## src/hw/rtl/d2pc_pkg.sv

```systemverilog
// Shared constants and command/status types of the depth to point cloud block.
// No dependencies; imported by the controller, the datapath and the top level.
package d2pc_pkg;

  localparam int FRAME_WIDTH  = 640;
  localparam int FRAME_HEIGHT = 480;
  localparam int PIX_COUNT    = FRAME_WIDTH * FRAME_HEIGHT;
  localparam int PIX_AW       = $clog2(PIX_COUNT);

  // centred coordinate is position minus this offset
  localparam int CX_OFF = FRAME_WIDTH / 2 - 1;
  localparam int CY_OFF = FRAME_HEIGHT / 2 - 1;

  localparam logic [15:0] DEPTH_BAD  = 16'd2047;
  localparam int          Z_BAD      = -1000;
  localparam int          XY_LIMIT   = 600000;
  localparam int          PROD_SHIFT = 20;

  localparam int CFG_AW = 2;
  localparam int CFG_DW = 24;
  localparam logic [CFG_AW-1:0] CFG_SHIFT_X   = 2'd0;
  localparam logic [CFG_AW-1:0] CFG_SHIFT_Y   = 2'd1;
  localparam logic [CFG_AW-1:0] CFG_INV_FOCAL = 2'd2;

  localparam logic [23:0] INV_FOCAL_RST = 24'd28926;

  localparam logic OP_STORE   = 1'b0;
  localparam logic OP_CONVERT = 1'b1;

  // controller -> datapath
  typedef struct packed {
    logic capture;   // latch the request
    logic addr;      // store write / read index
    logic rd;        // read the frame store
    logic mul1;      // depth times coordinate magnitude
    logic mul2;      // times inverse focal length
    logic emit;      // load result registers, pulse strobe
  } d2pc_cmd_t;

  // datapath -> controller
  typedef struct packed {
    logic is_convert;
  } d2pc_status_t;

endpackage

```

## src/hw/rtl/d2pc_ctrl.sv

```systemverilog
// Sequencing state machine of the depth to point cloud block.
// Depends on d2pc_pkg (command and status types).
module d2pc_ctrl import d2pc_pkg::*; (
  input  logic         clk_i,
  input  logic         rst_ni,
  input  logic         start,
  output logic         busy,
  input  d2pc_status_t status_i,
  output d2pc_cmd_t    cmd_o
);

  localparam logic [2:0] ST_IDLE = 3'd0;
  localparam logic [2:0] ST_ADDR = 3'd1;
  localparam logic [2:0] ST_READ = 3'd2;
  localparam logic [2:0] ST_MUL1 = 3'd3;
  localparam logic [2:0] ST_MUL2 = 3'd4;
  localparam logic [2:0] ST_EMIT = 3'd5;

  logic [2:0] state_q, state_d;

  always_ff @(posedge clk_i or negedge rst_ni) begin
    if (!rst_ni) begin
      state_q <= ST_IDLE;
    end else begin
      state_q <= state_d;
    end
  end

  always_comb begin
    state_d = state_q;
    cmd_o   = '0;
    unique case (state_q)
      ST_IDLE: begin
        if (start) begin
          cmd_o.capture = 1'b1;
          state_d       = ST_ADDR;
        end
      end
      ST_ADDR: begin
        cmd_o.addr = 1'b1;
        state_d    = status_i.is_convert ? ST_READ : ST_IDLE;
      end
      ST_READ: begin
        cmd_o.rd = 1'b1;
        state_d  = ST_MUL1;
      end
      ST_MUL1: begin
        cmd_o.mul1 = 1'b1;
        state_d    = ST_MUL2;
      end
      ST_MUL2: begin
        cmd_o.mul2 = 1'b1;
        state_d    = ST_EMIT;
      end
      ST_EMIT: begin
        cmd_o.emit = 1'b1;
        state_d    = ST_IDLE;
      end
      default: begin
        state_d = ST_IDLE;
      end
    endcase
  end

  assign busy = (state_q != ST_IDLE);

endmodule

```

## config.mk

```make
export PLATFORM = sky130hd
export DESIGN_NAME = d2pc_ctrl
export DESIGN_NICKNAME = d
export VERILOG_FILES = /design/src/hw/rtl/d2pc_pkg.sv /design/src/hw/rtl/d2pc_ctrl.sv
export SDC_FILE = /design/constraint.sdc
export NUM_CORES = 1
export LEC_CHECK = 0
export BUFFER_PORTS_ARGS = -buffer_cell sky130_fd_sc_hd__buf_2
export CAP_MARGIN = 15
export CORE_AREA = 3 3 40 42
export CTS_CLUSTER_DIAMETER = 40
export DETAILED_ROUTE_END_ITERATION = 16
export DIE_AREA = 0 0 43 45
export PLACE_DENSITY = 0.45
export RECOVER_POWER = 50
export SKIP_LAST_GASP = 1
export SLEW_MARGIN = 20
export SYNTH_ARGS = -nofsm -noshare
export SYNTH_HDL_FRONTEND = slang
export SYNTH_SLANG_ARGS = --single-unit
```

## constraint.sdc

```tcl
create_clock -name clk_i -period 1.33 [get_ports clk_i]
set_input_delay 0.133 -clock clk_i [delete_from_list [all_inputs] [get_ports clk_i]]
set_output_delay 0.133 -clock clk_i [all_outputs]
set_load 0.02 [all_outputs]
```

* After elaboration in Yosys (flattened, before gate mapping)
Cells that the tools add are included.
Widths: inputs -> output; s select.
** Word-level totals
- Bits in registers :: 3
- Output and inout bits :: 7
- Word-level logic and storage cells :: 19
** Cells by class
- Eq/ne operators :: 6
- Multiplexer cells :: 10
- Reductions and logical operators :: 2
** Operator list (count)
- $pmux 3 s5 :: 1
- $mux 1 :: 7
- $eq 3x2->1 const B :: 2
- $eq 3x3->1 const B :: 2
- $eq 3x1->1 const B :: 1
- $logic_not 3->1 :: 1
- $mux 3 :: 1
- $reduce_bool 3->1 :: 1
- $mux 2 :: 1
- $ne 2x2->1 const B :: 1

* Logic depth before layout (Yosys ltp)
Gate-level depths: netlist of run 1.
- Depth in word-level cells :: 2
- Gate-level depth with buffers :: 3
- Gate-level depth less buffers :: 2

* Worst setup path after synthesis of run 1
OpenSTA, ideal clock, no wires.
- Path kind :: flip-flop to flip-flop
- Start :: register state_q[1]
- End :: register state_q[2]
- Setup time :: 0.078 ns
- Arrival time :: 1.252 ns
- Data required time :: 1.252 ns
- Slack :: 0.000 ns
- Cell stages (with the launch flop) :: 4
- Buffers on the path :: 1
- Clock period less this slack :: 1.330 ns
- Cells stage by stage :: dfrtp_1 -> buf_6 -> nor3b_1 -> o21bai_1
** On the way
- Cells in the longest elaborated chain, start to end :: 2
- Elaborated cells between the ends (all ways) :: 7
- Classes of those cells :: 5 x eq/ne; 1 x mux; 1 x reduce/logical
** RTL lines
- start, declared :: RTL line d2pc_ctrl.sv:19 : logic [2:0] state_q, state_d;
- start signal, assigned :: RTL line d2pc_ctrl.sv:25 : state_q <= state_d;
- $eq 3x3->1, or another cell as far along :: RTL line d2pc_ctrl.sv:32 : unique case (state_q)
- $pmux 3 s5 or $ne 2x2->1 (tied branches)
Several ways; a longest one is shown, not always the timed one.
A chain may end at the register's enable or synchronous reset.

==> flow_summary.json, run 1 <==
{
  "critPathLaunchType": "flop",
  "antenna_left": 0,
  "die_h_um": 45,
  "coreArea_um2": 1280,
  "total_power_mw": 0.827,
  "synthTopCellsByCount": "dfrtp_1 (3), nor3b_1 (3)",
  "fmax_ghz": 0.733,
  "layoutNonFillerInstCount": 51,
  "area_growth_pct": 85.0,
  "crit_chain": "or3_4 > nor2_4 > buf_6",
  "top_regs": "state_q x3",
  "slew_violations": 0,
  "syn_area_per_cell_um2": 10.1,
  "drive_gt1_frac": 0.639,
  "drcViolationCount": 0,
  "setup_viol": 1,
  "die_w_um": 43,
  "slowest_delay_ns": 0.40,
  "ys_ff_latch": 3,
  "nFillCells": 145,
  "async_flop_share": 1.00,
  "grtUsageTotal": 0.0625,
  "dp.cells": 44,
  "vias_per_cell": 3.76,
  "ios": 11,
  "cp_data_arrival_time_ns": 1.23,
  "post-route-util": 0.276,
  "worst_pin_slew_ns": 0.215,
  "netlist_area_um2": 191,
  "period_minus_slack_ns": 1.36,
  "place.detailed.hpwl_um": 388,
  "ir_drop_mv": 0.692,
  "rows": 13,
  "dr.pass1.iters": 2,
  "ys_warn_count": 0,
  "synth.largest_area_cell": "dfrtp_1",
  "numCtsBuffers": 3,
  "path_class": "reg2out",
  "final.setup.tns_ns": -0.0342,
  "grt_pass1_wl_um": 800,
  "r2r_start": "state_q[1]$_DFFE_PN0P_",
  "synth_edf_count": 0,
  "synthesis.nets": 23,
  "grt_max_degree": 9,
  "clock-root-buffer": "clkbuf_4",
  "die-area_um2": 1940,
  "path_clk_slew_ns": 0.04,
  "run_status": "finished with violations",
  "antenna_found_initial": 0,
  "start_util": 0.149,
  "clock_latency_ns": 0.23,
  "drt_iter0_markers": 1,
  "finalWirelength_um": 528,
  "drv_cap": 0,
  "synthTopCellsByArea": "dfrtp_1 (39%), nor3b_1 (12%), buf_6 (5.9%), or3_4 (5.9%), and3b_2 (5.2%)",
  "hold_viol": 0,
  "worst-path-max-fanout": 2,
  "fin_ws_ns": -0.0342,
  "yosysSeqAreaShare": 0.392,
  "setup.worst_path.start": "state_q[0]$_DFFE_PN0P_",
  "largest_register_ffs": 3,
  "cp_slowest_cell": "or3_4",
  "port_buffers": 10,
  "h-tree-depth": 1,
  "synth_ff_type": "dfrtp_1",
  "wire_per_inst_um": 10.4,
  "num_vias": 192,
  "top_register": "state_q",
  "grt_setup_unrepaired": "true",
  "cts_buffer_depth": 2,
  "synth_top_cell_area_share": 0.392,
  "grt_overflow": 0,
  "cts_tree": "done",
  "synth.distinct_cells": 15,
  "syn_inst": 19,
  "fin_skew_ns": 0.00116,
  "period_share": 1.03,
  "hold_class": "in2async",
  "failed_checks": "setup timing",
  "required_ns": 1.20,
  "n_antenna_cell": 0,
  "power.density_nw_per_um2": 2330,
  "gp_congestion": 0.738,
  "cts_sinks": 3,
  "p_leak_nw": 0.171,
  "slew_headroom": 0.855,
  "final_nets": 41,
  "cp-end-kind": "primary output",
  "first_global_vias": 184
}
## final cells by class
| type | count | area, um2 | area share |
|---|---|---|---|
| repair buffers | 15 | 109 | 0.307 |
| flip-flops and latches | 3 | 76.3 | 0.216 |
| clock buffers | 4 | 26.3 | 0.0742 |
| inverters | 1 | 3.75 | 0.0106 |
| well taps | 15 | 18.8 | 0.0530 |
| multi-input cells | 13 | 120 | 0.339 |
## per-layer routing
metal | GRT usage | wire length [um] | vias to the layer above
met2 | 0.0629 | 178 | 11
met5 | 0 | 0 | -
met4 | 0.0181 | 0 | 0
li1 | - | - | 100
met1 | 0.0773 | 278 | 81
met3 | 0.0757 | 70 | 0
## kinds of logic (layout without fill, tap and decap cells)
kind of cell,count (synthesis),count (layout),share of synthesized area
buf+inv,3,20,0.118
flops,3,3,0.392
compound gates,2,2,0.0785
simple gates,11,11,0.412
## power breakdown
| part | internal [mW] | switching [mW] | total, mW |
|---|---|---|---|
| sequential | 0.129 | 0.0209 | 0.150 |
| clock | 0.112 | 0.0468 | 0.159 |
| combinational | 0.250 | 0.268 | 0.517 |
| total | 0.492 | 0.335 | 0.827 |
## path summary, 6_finish.rpt
path | to | slack [ns] | depth (start not counted)
worst max-delay path | cmd_o[5] | -0.03 | 3
max in group asynchronous | state_q[0]$_DFFE_PN0P_ | 0.90 | 2
min in group clk_i | state_q[0]$_DFFE_PN0P_ | 0.26 | 3
worst min-delay path | state_q[2]$_DFFE_PN0P_ | 0.24 | 2
worst max register to register | state_q[1]$_DFFE_PN0P_ | 0.30 | 3
worst min register to register | state_q[0]$_DFFE_PN0P_ | 0.59 | 2
## cells in the final DEF (no fill, tap or decap)
cell           n
or2_1          1
o21bai_1       1
nor3b_4        1
buf_4          7
nand2_1        1
a211oi_1       1
nor4bb_1       1
nor3b_2        2
inv_1          1
nor2_1         1
nor2_4         1
buf_6          2
nor3_1         1
clkbuf_1       2
dlygate4sd3_1  1
buf_2          4
dfrtp_2        1
and3b_2        1
or3_4          1
clkbuf_4       3
dfrtp_1        2
## what timing repair did
action | CTS | global route
hold endpoints to repair | 3 | 0
resized for setup | 3 | 9
setup endpoints to repair | 3 | 6
buffers inserted | 1 | 1
pin swaps | 0 | 1
hold buffers | 1 | 0
## worst max-delay path: cells and delay by family, from the launching register on
family / cells / cell delay, ns
DFF: 1 / 0.39
and+or+nand+nor: 2 / 0.49
buffers and inverters: 1 / 0.12
## metrics by stage
step                area [um2]  setup WS [ns]  hold WS [ns]
global placement           262          0.150       -0.0689
CTS                        314        -0.0433         0.217
finish                     354        -0.0342         0.244
global route               354        -0.0594         0.252
floorplan                  196         0.0301        -0.163
detailed placement         262          0.120       -0.0655
(Power assumes the default switching activity.)
==> inputs of run 2 (changes only) <==
--- a/config.mk
+++ b/config.mk
@@ -11,6 +11,7 @@
 export CTS_CLUSTER_DIAMETER = 40
 export DETAILED_ROUTE_END_ITERATION = 16
 export DIE_AREA = 0 0 43 45
+export HOLD_SLACK_MARGIN = 0.06
 export PLACE_DENSITY = 0.45
 export RECOVER_POWER = 50
 export SKIP_LAST_GASP = 1
==> constraint.sdc (replaced) <==
create_clock -name clk_i -period 1.33 [get_ports clk_i]
set_input_delay 0.0665 -clock clk_i [delete_from_list [all_inputs] [get_ports clk_i]]
set_output_delay 0.0665 -clock clk_i [all_outputs]
set_load 0.02 [all_outputs]
==> run 2 against run 1 <==
  * The flow now finishes without violations
  * Sequential power increased by 10%
  * Largest power group unchanged
  * Clock skew up 0.0028 ns
  * Worst setup slack improved by 0.046 ns
  * Core utilization down 1.9 points
  * Global-route usage increased by 0.26 points
==> flow_summary.json, run 2 (synthesis gave the netlist of run 1 again) <==
{
  "period_share": 0.991,
  "ir_drop_mv": 0.899,
  "path_delay_family": "simple AND/OR/NAND/NOR gates",
  "crit_chain": "or3_4 > nor2_4 > buf_6",
  "final_area_um2": 329,
  "final_cell_mix": "buf_2 (8), buf_4 (4), clkbuf_4 (3), clkbuf_1 (3)",
  "wire_per_inst_um": 9.62,
  "nFillCells": 140,
  "path_class": "reg2out",
  "worst-path-max-fanout": 4,
  "die_h_um": 45,
  "drt_iter0_markers": 0,
  "cp_slowest_cell": "dfrtp_2",
  "drcViolationCount": 0,
  "required_ns": 1.26,
  "total_power_mw": 0.778,
  "slowest_delay_ns": 0.42,
  "reg2regPathDepth": 3,
  "path_clk_slew_ns": 0.04,
  "critPathLaunchType": "flop",
  "worst_pin_slew_ns": 0.236,
  "clock-root-buffer": "clkbuf_4",
  "cts_buffer_depth": 2,
  "run_status": "complete, no violations",
  "grt_max_degree": 9,
  "antenna_left": 0,
  "vias_per_cell": 3.79,
  "cts_sinks": 3,
  "area_growth_pct": 71.9,
  "crit_buf_inv": 1,
  "coreArea_um2": 1280,
  "slew_headroom": 0.843,
  "cp_data_arrival_time_ns": 1.25,
  "top_register": "state_q",
  "ios": 11,
  "clock_latency_ns": 0.23,
  "fin_skew_ns": 0.00399,
  "die_w_um": 43,
  "period_minus_slack_ns": 1.32,
  "power.density_nw_per_um2": 2370,
  "grt_setup_unrepaired": "true",
  "first_global_vias": 212,
  "slew_violations": 0,
  "cts_tree": "done",
  "hold_viol": 0,
  "numCtsBuffers": 3,
  "final_nets": 42,
  "hold_class": "in2async",
  "die-area_um2": 1940,
  "port_buffers": 10,
  "grt_pass1_wl_um": 869,
  "top_regs": "state_q x3",
  "cp-end-kind": "primary output",
  "seq_area_um2": 77.6,
  "drv_cap": 0,
  "num_vias": 197,
  "antenna_found_initial": 0,
  "n_antenna_cell": 0,
  "setup_viol": 0,
  "rows": 13,
  "multiInputGateArea_um2": 104,
  "start_util": 0.149,
  "drive_gt1_frac": 0.595,
  "final_common_cell": "buf_2",
  "post_dp_cell_area_um2": 254,
  "h-tree-depth": 1,
  "grtUsageTotal": 0.0651,
  "dr.pass1.iters": 1,
  "gp_congestion": 0.695,
  "finalWirelength_um": 500,
  "fmax_ghz": 0.758,
  "p_leak_nw": 0.163,
  "cp_num_cells": 3,
  "largest_register_ffs": 3,
  "grt_overflow": 0
}
## run 2: cell types whose count changed in the layout (fill, tap and decap cells not counted), sizes merged
cell	previous run	this run
clkbuf	5	6
## run 2: cell type report
| class | instances | share of cell area |
|---|---|---|
| Multi-Input combinational cell | 13 | 0.316 |
| Timing Repair Buffer | 16 | 0.300 |
| Sequential cell | 3 | 0.236 |
| Clock buffer | 4 | 0.0798 |
| Tap cell | 15 | 0.0570 |
| Inverter | 1 | 0.0114 |
## run 2: repair_timing
action / 4_1_cts / 5_1_grt
hold buffers: 1 / 0
setup buffers: 4 / 0
resized for setup: 3 / 2
pin swaps: 0 / 0
cloned: 0 / 0
endpoints found under the hold margin: 3 / 0
setup endpoints to repair: 1 / 2
## run 2: per-stage QoR
step / utilization / instances / hold WS [ns] / worst slack (ns) / setup TNS (ns)
after floorplan: - / 19 / -0.229 / 0.0301 / 0
after global placement: 0.198 / 43 / -0.138 / 0.215 / 0
after detailed placement: 0.198 / 43 / -0.130 / 0.203 / 0
after CTS: 0.253 / 52 / 0.149 / 0.00250 / 0
after global routing: 0.256 / 52 / 0.187 / -0.0338 / -0.0419
final: 0.256 / 52 / 0.176 / 0.0114 / 0
## run 2: worst paths after layout
kind	startpoint	endpoint	slack, ns
worst max-delay path	state_q[0]$_DFFE_PN0P_	cmd_o[5]	0.01
worst min-delay path	rst_ni	state_q[2]$_DFFE_PN0P_	0.18
worst max register to register	state_q[1]$_DFFE_PN0P_	state_q[1]$_DFFE_PN0P_	0.30
worst min register to register	state_q[1]$_DFFE_PN0P_	state_q[0]$_DFFE_PN0P_	0.59
max in group asynchronous	rst_ni	state_q[0]$_DFFE_PN0P_	0.98
min in group clk_i	start	state_q[0]$_DFFE_PN0P_	0.19
## run 2: where the power goes
group	leakage (nW)	switching, mW	total (mW)	internal (mW)
registers	0.0359	0.0336	0.165	0.131
clock network	0.0150	0.0456	0.158	0.112
logic	0.113	0.240	0.456	0.215
total	0.163	0.320	0.778	0.459
## run 2: metal layers
layer | GRT usage | vias up | wire length, um
li1 | - | 103 | -
met1 | 0.0726 | 83 | 271
met2 | 0.0868 | 11 | 159
met3 | 0.0398 | 0 | 70
met4 | 0.0542 | 0 | 0
met5 | 0 | - | 0
